==> src/rtl/frwl_pkg.sv <==
// Shared types, codes and default sizes of the fair reader-writer lock unit.
package frwl_pkg;

  localparam int unsigned QUEUE_DEPTH_DEF = 16;
  localparam int unsigned MAX_READERS_DEF = 255;
  localparam int unsigned ID_BITS_DEF     = 8;

  typedef enum logic [1:0] {
    OP_READ_LOCK    = 2'd0,
    OP_WRITE_LOCK   = 2'd1,
    OP_READ_UNLOCK  = 2'd2,
    OP_WRITE_UNLOCK = 2'd3
  } op_e;

  typedef enum logic [2:0] {
    EV_GRANT      = 3'd0,
    EV_QUEUED     = 3'd1,
    EV_RELEASED   = 3'd2,
    EV_WOKEN      = 3'd3,
    EV_FULL       = 3'd4,
    EV_BAD_UNLOCK = 3'd5,
    EV_SATURATED  = 3'd6
  } ev_e;

  typedef enum logic {
    ST_IDLE = 1'b0,
    ST_WAKE = 1'b1
  } st_e;

  typedef struct packed {
    logic push;
    logic pop;
  } queue_ctrl_t;

endpackage

==> src/rtl/frwl_cell.sv <==
// One cell of the wait queue chain: holds one entry and takes its neighbor's on a shift.
module frwl_cell #(
  parameter int unsigned WIDTH = 9
) (
  input  logic             clk_i,
  input  logic             load_i,
  input  logic             shift_i,
  input  logic [WIDTH-1:0] load_data_i,
  input  logic [WIDTH-1:0] next_data_i,
  output logic [WIDTH-1:0] data_o
);

  logic [WIDTH-1:0] data_q;

  always_ff @(posedge clk_i) begin
    if (load_i) begin
      data_q <= load_data_i;
    end else if (shift_i) begin
      data_q <= next_data_i;
    end
  end

  assign data_o = data_q;

endmodule

==> src/rtl/frwl_queue.sv <==
// Wait queue built as a chain of cells; the head sits in cell zero and a pop shifts the chain.
module frwl_queue import frwl_pkg::*; #(
  parameter int unsigned DEPTH = QUEUE_DEPTH_DEF,
  parameter int unsigned WIDTH = ID_BITS_DEF + 1,
  parameter int unsigned CNT_W = $clog2(DEPTH + 1)
) (
  input  logic             clk_i,
  input  queue_ctrl_t      ctrl_i,
  input  logic [CNT_W-1:0] wr_idx_i,
  input  logic [WIDTH-1:0] wr_data_i,
  output logic [WIDTH-1:0] head_o,
  output logic [WIDTH-1:0] next_o
);

  logic [WIDTH-1:0] data [DEPTH];

  for (genvar i = 0; i < DEPTH; i++) begin : g_cell
    logic [WIDTH-1:0] nb;
    if (i < DEPTH - 1) begin : g_mid
      assign nb = data[i+1];
    end else begin : g_end
      assign nb = data[i];
    end
    frwl_cell #(
      .WIDTH(WIDTH)
    ) u_cell (
      .clk_i      (clk_i),
      .load_i     (ctrl_i.push && (wr_idx_i == CNT_W'(i))),
      .shift_i    (ctrl_i.pop),
      .load_data_i(wr_data_i),
      .next_data_i(nb),
      .data_o     (data[i])
    );
  end

  assign head_o = data[0];
  assign next_o = data[1];

endmodule

==> src/rtl/fair_reader_writer_lock_unit.sv <==
// Top level of the fair reader-writer lock unit with its control and result register.
// Each request transaction is taken and answered by results in the output register; a lock
// request, a refused request or an unlock that wakes nobody gives one result. An unlock
// that wakes N waiters gives 1 + N results, one woken grant per cycle while the result
// register is free or being emptied, because the waiting requests leave the head of the
// cell chain one shift at a time. A new request is taken only after the last result of the
// previous one has been produced, and while the result register is free or being emptied.
module fair_reader_writer_lock_unit import frwl_pkg::*; #(
  parameter int unsigned QUEUE_DEPTH = QUEUE_DEPTH_DEF,
  parameter int unsigned MAX_READERS = MAX_READERS_DEF,
  parameter int unsigned ID_BITS     = ID_BITS_DEF
) (
  input  logic       clk_i,
  input  logic       rst_ni,
  input  logic       in_valid_i,
  output logic       in_ready_o,
  input  logic [1:0] opcode_i,
  input  logic [7:0] requester_i,
  output logic       out_valid_o,
  input  logic       out_ready_i,
  output logic [2:0] event_res_o,
  output logic [7:0] agent_o,
  output logic       grant_is_write_o,
  output logic [7:0] active_readers_o,
  output logic       writer_held_o,
  output logic [4:0] waiting_o,
  output logic       last_o
);

  localparam int unsigned CNT_W = $clog2(QUEUE_DEPTH + 1);
  localparam int unsigned RD_W  = $clog2(MAX_READERS + 1);
  localparam int unsigned ENT_W = ID_BITS + 1;

  st_e              state_q, state_d;
  logic [RD_W-1:0]  reader_q, reader_d;
  logic             writer_q, writer_d;
  logic [CNT_W-1:0] count_q, count_d;
  logic             out_valid_q, out_valid_d;

  ev_e              ev_q, ev_d;
  logic [7:0]       agent_q, agent_d;
  logic             isw_q, isw_d;
  logic [7:0]       act_q, act_d;
  logic             wr_held_q, wr_held_d;
  logic [4:0]       wait_q, wait_d;
  logic             last_q, last_d;

  queue_ctrl_t      q_ctrl;
  logic [ENT_W-1:0] push_entry;
  logic [ENT_W-1:0] head;
  logic [ENT_W-1:0] nxt;

  logic             slot_free;
  logic             in_fire;
  logic             emit;
  logic             wake;
  logic             more;
  logic             q_empty;
  logic             q_full;
  logic             rc_max;
  logic [RD_W-1:0]  rc_inc;

  frwl_queue #(
    .DEPTH(QUEUE_DEPTH),
    .WIDTH(ENT_W),
    .CNT_W(CNT_W)
  ) u_queue (
    .clk_i    (clk_i),
    .ctrl_i   (q_ctrl),
    .wr_idx_i (count_q),
    .wr_data_i(push_entry),
    .head_o   (head),
    .next_o   (nxt)
  );

  assign slot_free = !out_valid_q || out_ready_i;
  assign in_fire   = in_valid_i && in_ready_o;
  assign q_empty   = (count_q == '0);
  assign q_full    = (count_q == CNT_W'(QUEUE_DEPTH));
  assign rc_max    = (reader_q == RD_W'(MAX_READERS));
  assign rc_inc    = reader_q + RD_W'(1);
  assign more      = (count_q > CNT_W'(1)) && !nxt[ID_BITS] &&
                     (rc_inc != RD_W'(MAX_READERS));

  always_comb begin
    in_ready_o = (state_q == ST_IDLE) && slot_free;
  end

  always_comb begin
    state_d = state_q;
    case (state_q)
      ST_IDLE: begin
        if (in_fire && wake) begin
          state_d = ST_WAKE;
        end
      end
      ST_WAKE: begin
        if (slot_free && (head[ID_BITS] || !more)) begin
          state_d = ST_IDLE;
        end
      end
      default: state_d = ST_IDLE;
    endcase
  end

  always_comb begin
    reader_d   = reader_q;
    writer_d   = writer_q;
    count_d    = count_q;
    q_ctrl     = '0;
    push_entry = {1'b0, ID_BITS'(requester_i)};
    emit       = 1'b0;
    wake       = 1'b0;
    ev_d       = ev_q;
    agent_d    = agent_q;
    isw_d      = isw_q;
    last_d     = last_q;
    if (in_fire) begin
      emit    = 1'b1;
      agent_d = requester_i;
      last_d  = 1'b1;
      case (op_e'(opcode_i))
        OP_READ_LOCK: begin
          isw_d = 1'b0;
          if (!writer_q && q_empty) begin
            if (rc_max) begin
              ev_d = EV_SATURATED;
            end else begin
              reader_d = rc_inc;
              ev_d     = EV_GRANT;
            end
          end else if (q_full) begin
            ev_d = EV_FULL;
          end else begin
            q_ctrl.push = 1'b1;
            count_d     = count_q + CNT_W'(1);
            ev_d        = EV_QUEUED;
          end
        end
        OP_WRITE_LOCK: begin
          isw_d      = 1'b1;
          push_entry = {1'b1, ID_BITS'(requester_i)};
          if (!writer_q && q_empty && (reader_q == '0)) begin
            writer_d = 1'b1;
            ev_d     = EV_GRANT;
          end else if (q_full) begin
            ev_d = EV_FULL;
          end else begin
            q_ctrl.push = 1'b1;
            count_d     = count_q + CNT_W'(1);
            ev_d        = EV_QUEUED;
          end
        end
        OP_READ_UNLOCK: begin
          isw_d = 1'b0;
          if (reader_q == '0) begin
            ev_d = EV_BAD_UNLOCK;
          end else begin
            reader_d = reader_q - RD_W'(1);
            ev_d     = EV_RELEASED;
            if ((reader_q == RD_W'(1)) && !q_empty) begin
              wake   = 1'b1;
              last_d = 1'b0;
            end
          end
        end
        OP_WRITE_UNLOCK: begin
          isw_d = 1'b1;
          if (!writer_q) begin
            ev_d = EV_BAD_UNLOCK;
          end else begin
            writer_d = 1'b0;
            ev_d     = EV_RELEASED;
            if (!q_empty && (head[ID_BITS] || !rc_max)) begin
              wake   = 1'b1;
              last_d = 1'b0;
            end
          end
        end
        default: ;
      endcase
    end else if ((state_q == ST_WAKE) && slot_free) begin
      emit       = 1'b1;
      q_ctrl.pop = 1'b1;
      count_d    = count_q - CNT_W'(1);
      agent_d    = 8'(head[ID_BITS-1:0]);
      ev_d       = EV_WOKEN;
      if (head[ID_BITS]) begin
        writer_d = 1'b1;
        isw_d    = 1'b1;
        last_d   = 1'b1;
      end else begin
        reader_d = rc_inc;
        isw_d    = 1'b0;
        last_d   = !more;
      end
    end
    act_d     = 8'(reader_d);
    wr_held_d = writer_d;
    wait_d    = 5'(count_d);
    if (emit) begin
      out_valid_d = 1'b1;
    end else if (out_ready_i) begin
      out_valid_d = 1'b0;
    end else begin
      out_valid_d = out_valid_q;
    end
  end

  always_ff @(posedge clk_i or negedge rst_ni) begin
    if (!rst_ni) begin
      state_q     <= ST_IDLE;
      reader_q    <= '0;
      writer_q    <= 1'b0;
      count_q     <= '0;
      out_valid_q <= 1'b0;
    end else begin
      state_q     <= state_d;
      reader_q    <= reader_d;
      writer_q    <= writer_d;
      count_q     <= count_d;
      out_valid_q <= out_valid_d;
    end
  end

  always_ff @(posedge clk_i) begin
    if (emit) begin
      ev_q      <= ev_d;
      agent_q   <= agent_d;
      isw_q     <= isw_d;
      act_q     <= act_d;
      wr_held_q <= wr_held_d;
      wait_q    <= wait_d;
      last_q    <= last_d;
    end
  end

  assign out_valid_o      = out_valid_q;
  assign event_res_o      = ev_q;
  assign agent_o          = agent_q;
  assign grant_is_write_o = isw_q;
  assign active_readers_o = act_q;
  assign writer_held_o    = wr_held_q;
  assign waiting_o        = wait_q;
  assign last_o           = last_q;

  assert property (@(posedge clk_i) disable iff (!rst_ni) writer_q |-> (reader_q == '0))
    else $error("A writer holds the lock while readers are active.");

  assert property (@(posedge clk_i) disable iff (!rst_ni)
    count_q <= CNT_W'(QUEUE_DEPTH))
    else $error("The wait queue count exceeds the queue depth.");

  assert property (@(posedge clk_i) disable iff (!rst_ni)
    (state_q == ST_WAKE) |-> !q_empty)
    else $error("The wake sequence runs with an empty queue.");

  assert property (@(posedge clk_i) disable iff (!rst_ni) in_fire |=> out_valid_o)
    else $error("An accepted request produced no result.");

endmodule

==> config.mk <==
export PLATFORM = sky130hd
export DESIGN_NAME = fair_reader_writer_lock_unit
export DESIGN_NICKNAME = d
export VERILOG_FILES = /design/src/rtl/frwl_pkg.sv /design/src/rtl/frwl_cell.sv /design/src/rtl/frwl_queue.sv /design/src/rtl/fair_reader_writer_lock_unit.sv
export SDC_FILE = /design/constraint.sdc
export NUM_CORES = 1
export LEC_CHECK = 0
export BUFFER_PORTS_ARGS = -buffer_cell sky130_fd_sc_hd__buf_4
export CAP_MARGIN = 20
export CORE_UTILIZATION = 55
export DETAILED_ROUTE_END_ITERATION = 6
export PLACE_DENSITY = 0.8
export SLEW_MARGIN = 30
export SYNTH_ARGS = -nofsm -noshare
export SYNTH_HDL_FRONTEND = slang
export SYNTH_SLANG_ARGS = --single-unit
==> constraint.sdc <==
create_clock -name clk_i -period 3.1 [get_ports clk_i]
set_input_delay 0.31 -clock clk_i [delete_from_list [all_inputs] [get_ports clk_i]]
set_output_delay 0.31 -clock clk_i [all_outputs]
set_load 0.02 [all_outputs]
# ---- After elaboration in Yosys (flattened, before gate mapping)
# Cells that the tools add are included.
dict set report word_totals {
  ff_bits 187
  output_inout_bits 29
  in_bits 14
}
dict set report classes {
  bitwise_logic 1
  n_lt_le_gt_ge 1
  add_sub_neg 4
  n_reduce_logical 59
  eq_ne 22
  muxes 92
}
# op n
set op_table {}
lappend op_table {{9-bit two-way mux} 32}
lappend op_table {{8-bit two-way mux} 8}
lappend op_table {{5-bit by 4-bit equality test with 1-bit output (second input constant)} 8}
lappend op_table {{2-bit nonzero test} 17}
lappend op_table {{1-bit two-way mux} 30}
lappend op_table {{1-bit logical AND} 27}
lappend op_table {{5-bit two-way mux} 5}
lappend op_table {{3-bit two-way mux} 8}
lappend op_table {{5-bit by 3-bit equality test with 1-bit output (second input constant)} 4}
lappend op_table {{8-bit case mux with 2 select lines} 1}
lappend op_table {{1-bit case mux with 2 select lines} 6}
lappend op_table {{3-bit case mux with 4 select lines} 1}
lappend op_table {{5-bit by 2-bit equality test with 1-bit output (second input constant)} 2}
lappend op_table {{5-bit case mux with 2 select lines} 1}
lappend op_table {{8-bit by 1-bit adder with 8-bit output (second input constant)} 1}
lappend op_table {{8-bit by 1-bit equality test with 1-bit output (second input constant)} 1}
lappend op_table {{8-bit equality test (second input constant)} 1}
lappend op_table {{8-bit logical NOT} 1}
lappend op_table {{8-bit inequality test (second input constant)} 1}
lappend op_table {{8-bit by 1-bit subtractor with 8-bit output (second input constant)} 1}
lappend op_table {{1-bit logical NOT} 6}
lappend op_table {{5-bit by 1-bit adder with 5-bit output (second input constant)} 1}
lappend op_table {{5-bit by 1-bit equality test with 1-bit output (second input constant)} 1}
lappend op_table {{5-bit equality test (second input constant)} 1}
lappend op_table {{10 further kinds} 14}

# ---- Logic depth before layout (Yosys ltp)
dict set report depth {
  ltp_word 11
  depth_mapped 9
  ltp_nobuf 7
}

# ---- Cells and area by module
# A second synthesis with hierarchy kept.
dict set report unflattened {
  hier_cells 620
  hier_area_um2 9606.7
}
# mod cells_per_inst instances area_per_inst_um2
set by_module_without_submodules {}
lappend by_module_without_submodules {frwl_cell 20 16 422.9}
lappend by_module_without_submodules {fair_reader_writer_lock_unit 277 1 2708.8}
lappend by_module_without_submodules {frwl_queue 23 1 131.4}

# ---- Worst setup path after synthesis
# Ideal clock, no wire load.
dict set report synth_path {
  kind {flip-flop to flip-flop}
  from {register reader_q[0]}
  to {register u_queue.g_cell[1].u_cell.data_q[0] (enable)}
  t_arrival_ns 2.474
  setup_slack_ns 0.285
  n_path_buf 2
  period_less_slack_ns 2.815
  path_stages_with_launch 10
  path_cell_list {dfrtp_1 -> inv_1 -> ha_1 -> or3b_2 -> buf_4 -> o21ai_2 -> a21o_1 -> buf_6 -> nor4_4 -> nand2b_1}
}
dict set report synth_between {
  elab_chain_len 7
}
# element line
set synth_rtl {}
lappend synth_rtl {{from (decl)} fair_reader_writer_lock_unit.sv:35} ;# logic [RD_W-1:0] reader_q, reader_d;
lappend synth_rtl {{from (signal assigned)} fair_reader_writer_lock_unit.sv:219} ;# reader_q <= reader_d;
lappend synth_rtl {{8-bit logical NOT} fair_reader_writer_lock_unit.sv:143} ;# if (!writer_q && q_empty && (reader_q == '0)) begin
lappend synth_rtl {{1-bit logical AND} fair_reader_writer_lock_unit.sv:143}
lappend synth_rtl {{1-bit two-way mux} fair_reader_writer_lock_unit.sv:143}
lappend synth_rtl {{1-bit case mux with 2 select lines} fair_reader_writer_lock_unit.sv:122} ;# case (op_e'(opcode_i))
lappend synth_rtl {{1-bit two-way mux} fair_reader_writer_lock_unit.sv:118} ;# if (in_fire) begin
lappend synth_rtl {{1-bit logical AND} frwl_queue.sv:28} ;# .load_i (ctrl_i.push && (wr_idx_i == CNT_W'(i))),
lappend synth_rtl {{2-bit nonzero test (no line)} --}
lappend synth_rtl {{to (signal assigned)} frwl_cell.sv:17} ;# data_q <= load_data_i;
lappend synth_rtl {{to (signal assigned)} frwl_cell.sv:19} ;# data_q <= next_data_i;
lappend synth_rtl {{to (decl)} frwl_cell.sv:13} ;# logic [WIDTH-1:0] data_q;
# Every way passes these cells.
# A chain may end at the register's enable or synchronous reset.

# ---- Worst setup path in the final report
dict set report layout_path {
  from {register reader_q[1]}
  to {register u_queue.g_cell[11].u_cell.data_q[0] (data pin)}
}
dict set report layout_between {
  elab_chain_len 7
}
# element line
set layout_rtl {}
lappend layout_rtl {{8-bit logical NOT} fair_reader_writer_lock_unit.sv:143}
lappend layout_rtl {{1-bit logical AND} fair_reader_writer_lock_unit.sv:143}
lappend layout_rtl {{1-bit two-way mux} fair_reader_writer_lock_unit.sv:143}
lappend layout_rtl {{1-bit case mux with 2 select lines} fair_reader_writer_lock_unit.sv:122}
lappend layout_rtl {{1-bit two-way mux} fair_reader_writer_lock_unit.sv:118}
lappend layout_rtl {{1-bit logical AND} frwl_queue.sv:28}
lappend layout_rtl {{9-bit two-way mux} frwl_cell.sv:16} ;# if (load_i) begin
lappend layout_rtl {{to (signal assigned)} frwl_cell.sv:17}
lappend layout_rtl {{to (signal assigned)} frwl_cell.sv:19}
lappend layout_rtl {{to (decl)} frwl_cell.sv:13}
# Every way passes these cells.

==> impl_metrics.json <==
{
  "reg2reg_depth": 10,
  "r2r-end": "u_queue.g_cell[11].u_cell.data_o[0]$_DFFE_PP_",
  "ant_nets": 0,
  "area_delta_synth_final_pct": 14.5,
  "die_h_um": 129,
  "pin_count": 43,
  "clk_latency_ps": 430,
  "synth-edff-count": 171,
  "yosysSeqAreaShare_pct": 62.5,
  "numPortBuffers": 42,
  "finalCritPeriodShare_pct": 94.4,
  "worst_slack_ps": 173,
  "multi_input_area_um2": 3130,
  "p_switching_mw": 2.12,
  "setup-tns-final_ps": 0,
  "grt_pass1_vias": 5426,
  "cp.arrival_ps": 3100,
  "die_x_um": 129,
  "synth-simple-area-share_pct": 10.1,
  "drive_gt1_share_pct": 36.1,
  "crit_type": "reg2reg",
  "grt_start_max_net_pins": 19,
  "cp-startpoint": "reader_q[1]$_DFF_PN0_",
  "dp_hpwl_mm": 12.4,
  "synth_nets": 638,
  "htreeDepth": 4,
  "power.share.sequential_pct": 48.2,
  "synth_xor_area_share_pct": 0.594,
  "rsz0062_at_grt": "false",
  "critPathMaxFanout": 7,
  "intPower_mw": 4.81,
  "dr.first_iter.drc_count": 427,
  "nets": 707,
  "drc": 0,
  "synth_seq_cells": 187,
  "crit_path_end_kind": "flop",
  "grt_usage_pct": 23.6,
  "period_needed_ps": 2930,
  "final_hold_viol_count": 0,
  "fillers": 1170,
  "ys_async_sr_fraction_pct": 8.56,
  "synthMuxAreaShare_pct": 17.8,
  "syn_inst": 614,
  "vias": 5437,
  "numCtsBuffers": 17,
  "worst_clock_skew_ps": 9.20,
  "fmax_mhz": 342,
  "tritoncts": "done",
  "power.leakage_nw": 3.63,
  "synthAdderAreaFrac_pct": 1.41,
  "drv_slew": 0,
  "clk_path_buf_depth": 2,
  "first_pass_iters": 5,
  "synth_cell_types": 63,
  "relSlewSlack_pct": 33.7,
  "outcome": "finished, final reports clean",
  "syn-mean-instance-area_um2": 14.4,
  "ys_warn_count": 0,
  "n_antenna_cell": 0,
  "cts_root_buf": "clkbuf_16",
  "synth_compound_area_share_pct": 5.38,
  "startpoint_type": "flop",
  "finalSetupViolCount": 0,
  "rrSetupSlack_ps": 170,
  "synth_top_family_by_area": "multiplexers",
  "preCtsSetupSlack_ps": 160,
  "endpoint": "u_queue.g_cell[11].u_cell.data_o[0]$_DFFE_PP_",
  "clock_sinks": 187,
  "switching_share_pct": 30.5,
  "r2r-start": "reader_q[1]$_DFF_PN0_",
  "wl_mm": 18.2,
  "vias_per_cell": 5.96,
  "grt-ovfl-total": 0,
  "combPwrFrac_pct": 22.5,
  "tightestPinTransition_ps": 987,
  "clockPowerShare_pct": 29.3,
  "die_area_um2": 16600,
  "place_congestion": 0.928,
  "hold_path.class": "in2reg",
  "whs_ps": 102,
  "grt_pass1_wl_mm": 29.3,
  "synth_ff_type": "edfxtp_1",
  "antenna_found_initial": 0,
  "max_cap_violations": 0,
  "power_density_nw_per_um2": 683,
  "post_drt_wl_per_cell_um": 20.0,
  "final-seq-area_um2": 5540,
  "syn_area_um2": 8850,
  "num_rows": 46,
  "core-area_um2": 15800,
  "vdd.ir_drop.worst_mv": 0.439,
  "cp.required_ps": 3280,
  "initial_utilization_pct": 56.1,
  "path_clk_slew_ps": 60
}
[flip-flops by register name, summed over array words and instances (netlist names), 3 cells and up]
| register | cells |
|---|---|
| agent_o | 8 |
| count_q | 5 |
| event_res_o | 3 |
| active_readers_o | 8 |
| u_queue.g_cell.u_cell.data_o | 144 |
| reader_q | 8 |
| waiting_o | 5 |
[area by class of cell]
class                           count  area share [%]
Clock buffer                       21            4.34
Clock inverter                     11           0.962
Inverter                           15           0.555
Multi-Input combinational cell    381            30.9
Sequential cell                   187            54.6
Tap cell                          216            2.67
Timing Repair Buffer               81            6.02
[metrics by stage]
step | std cells | power [mW] | utilization, % | cell area, um2
2_1_floorplan | 614 | 4.39 | - | 8850
3_3_place_gp | 868 | 4.87 | 60.3 | 9510
3_5_place_dp | 868 | 4.91 | 60.3 | 9510
4_1_cts | 901 | 6.93 | 63.8 | 10100
5_1_grt | 912 | 7.21 | 64.3 | 10100
6_report | 912 | 6.93 | 64.3 | 10100
[critical path, cell delays in order (launching register included)]
cell     delay, ps
dfrtp_1        460
inv_1          130
ha_1           270
or3b_2         510
o21ai_2        190
a21o_2         230
buf_4          220
nor4_4          60
buf_4          160
buf_4          150
mux2_2         280
[worst min-delay path by stage]
stage                          start                       to  cells past startpoint
after CTS                 in_valid_i  out_valid_o$_DFFE_PN0P_                      2
after floorplan               rst_ni     count_q[0]$_DFF_PN0_                      0
final                     in_valid_i  out_valid_o$_DFFE_PN0P_                      2
after detailed placement      rst_ni    reader_q[6]$_DFF_PN0_                      1
after global routing      in_valid_i  out_valid_o$_DFFE_PN0P_                      2
after global placement        rst_ni    reader_q[6]$_DFF_PN0_                      1
[cells in the mapped netlist (all sizes together) (2+ instances only)]
library cell	instances	area, um2
edfxtp	171	5130
mux2	137	1580
nand2	56	210
clkbuf	24	91.3
nor2	23	91.3
o21ai	17	88.8
dfrtp	16	400
inv	15	56.3
nor3	15	97.6
nand3	14	75.1
a21oi	12	60.1
nor4	12	150
ha	10	125
nand2b	10	62.6
buf	7	42.5
nand4	5	31.3
nor2b	5	31.3
o211ai	5	37.5
a211oi	4	30.0
and3	4	25.0
xnor2	4	35.0
a21o	3	22.5
a311oi	3	26.3
a31oi	3	18.8
o311ai	3	26.3
or4	3	26.3
a211o	2	17.5
a221oi	2	17.5
nor3b	2	15.0
nor4b	2	17.5
o2111ai	2	17.5
o211a	2	20.0
or3	2	12.5
or4b	2	20.0
xor2	2	17.5
[layer usage]
| layer | track usage, % | part of all wire [%] |
|---|---|---|
| met2 | 40.2 | 52 |
| met5 | 0 | 0 |
| met1 | 29.8 | 42 |
| met4 | 9.20 | 1.8 |
| met3 | 4.45 | 4.4 |
[timing repair]
item                                   CTS  global route
endpoints found under the hold margin   16             0
buffers inserted                         0            11
hold buffers                             1             0
setup endpoints to repair                0            21
resized for setup                        0             1
[placed cells by master, fill, tap and decap left out, types with 7 or more instances in the layout]
cell type	synthesis	final
a21oi_1	12	12
mux2_1	7	7
inv_1	15	15
nand3_1	13	13
nand2b_1	10	10
mux2_4	9	9
clkbuf_16	0	17
nor2_1	21	21
dfrtp_1	16	16
buf_4	1	80
ha_1	10	10
nor3_1	13	13
mux2_2	121	121
nand2_1	56	56
o21ai_0	16	15
edfxtp_1	171	171
nor4_1	7	7
[power groups by stage]
stage | registers, mW | logic (mW) | clock network (mW)
3_3_place_gp | 3.37 | 1.50 | 0
4_1_cts | 3.34 | 1.54 | 2.05
5_1_grt | 3.37 | 1.69 | 2.15
2_1_floorplan | 3.37 | 1.02 | 0
6_report | 3.34 | 1.56 | 2.03
3_5_place_dp | 3.39 | 1.53 | 0
[cell families after synthesis]
family          after synthesis
flops                       187
simple gates                159
mux                         137
compound gates               69
buf+inv                      46
fa+ha+maj                    10
xor+xnor                      6
Power figures use the tool's default switching activity.
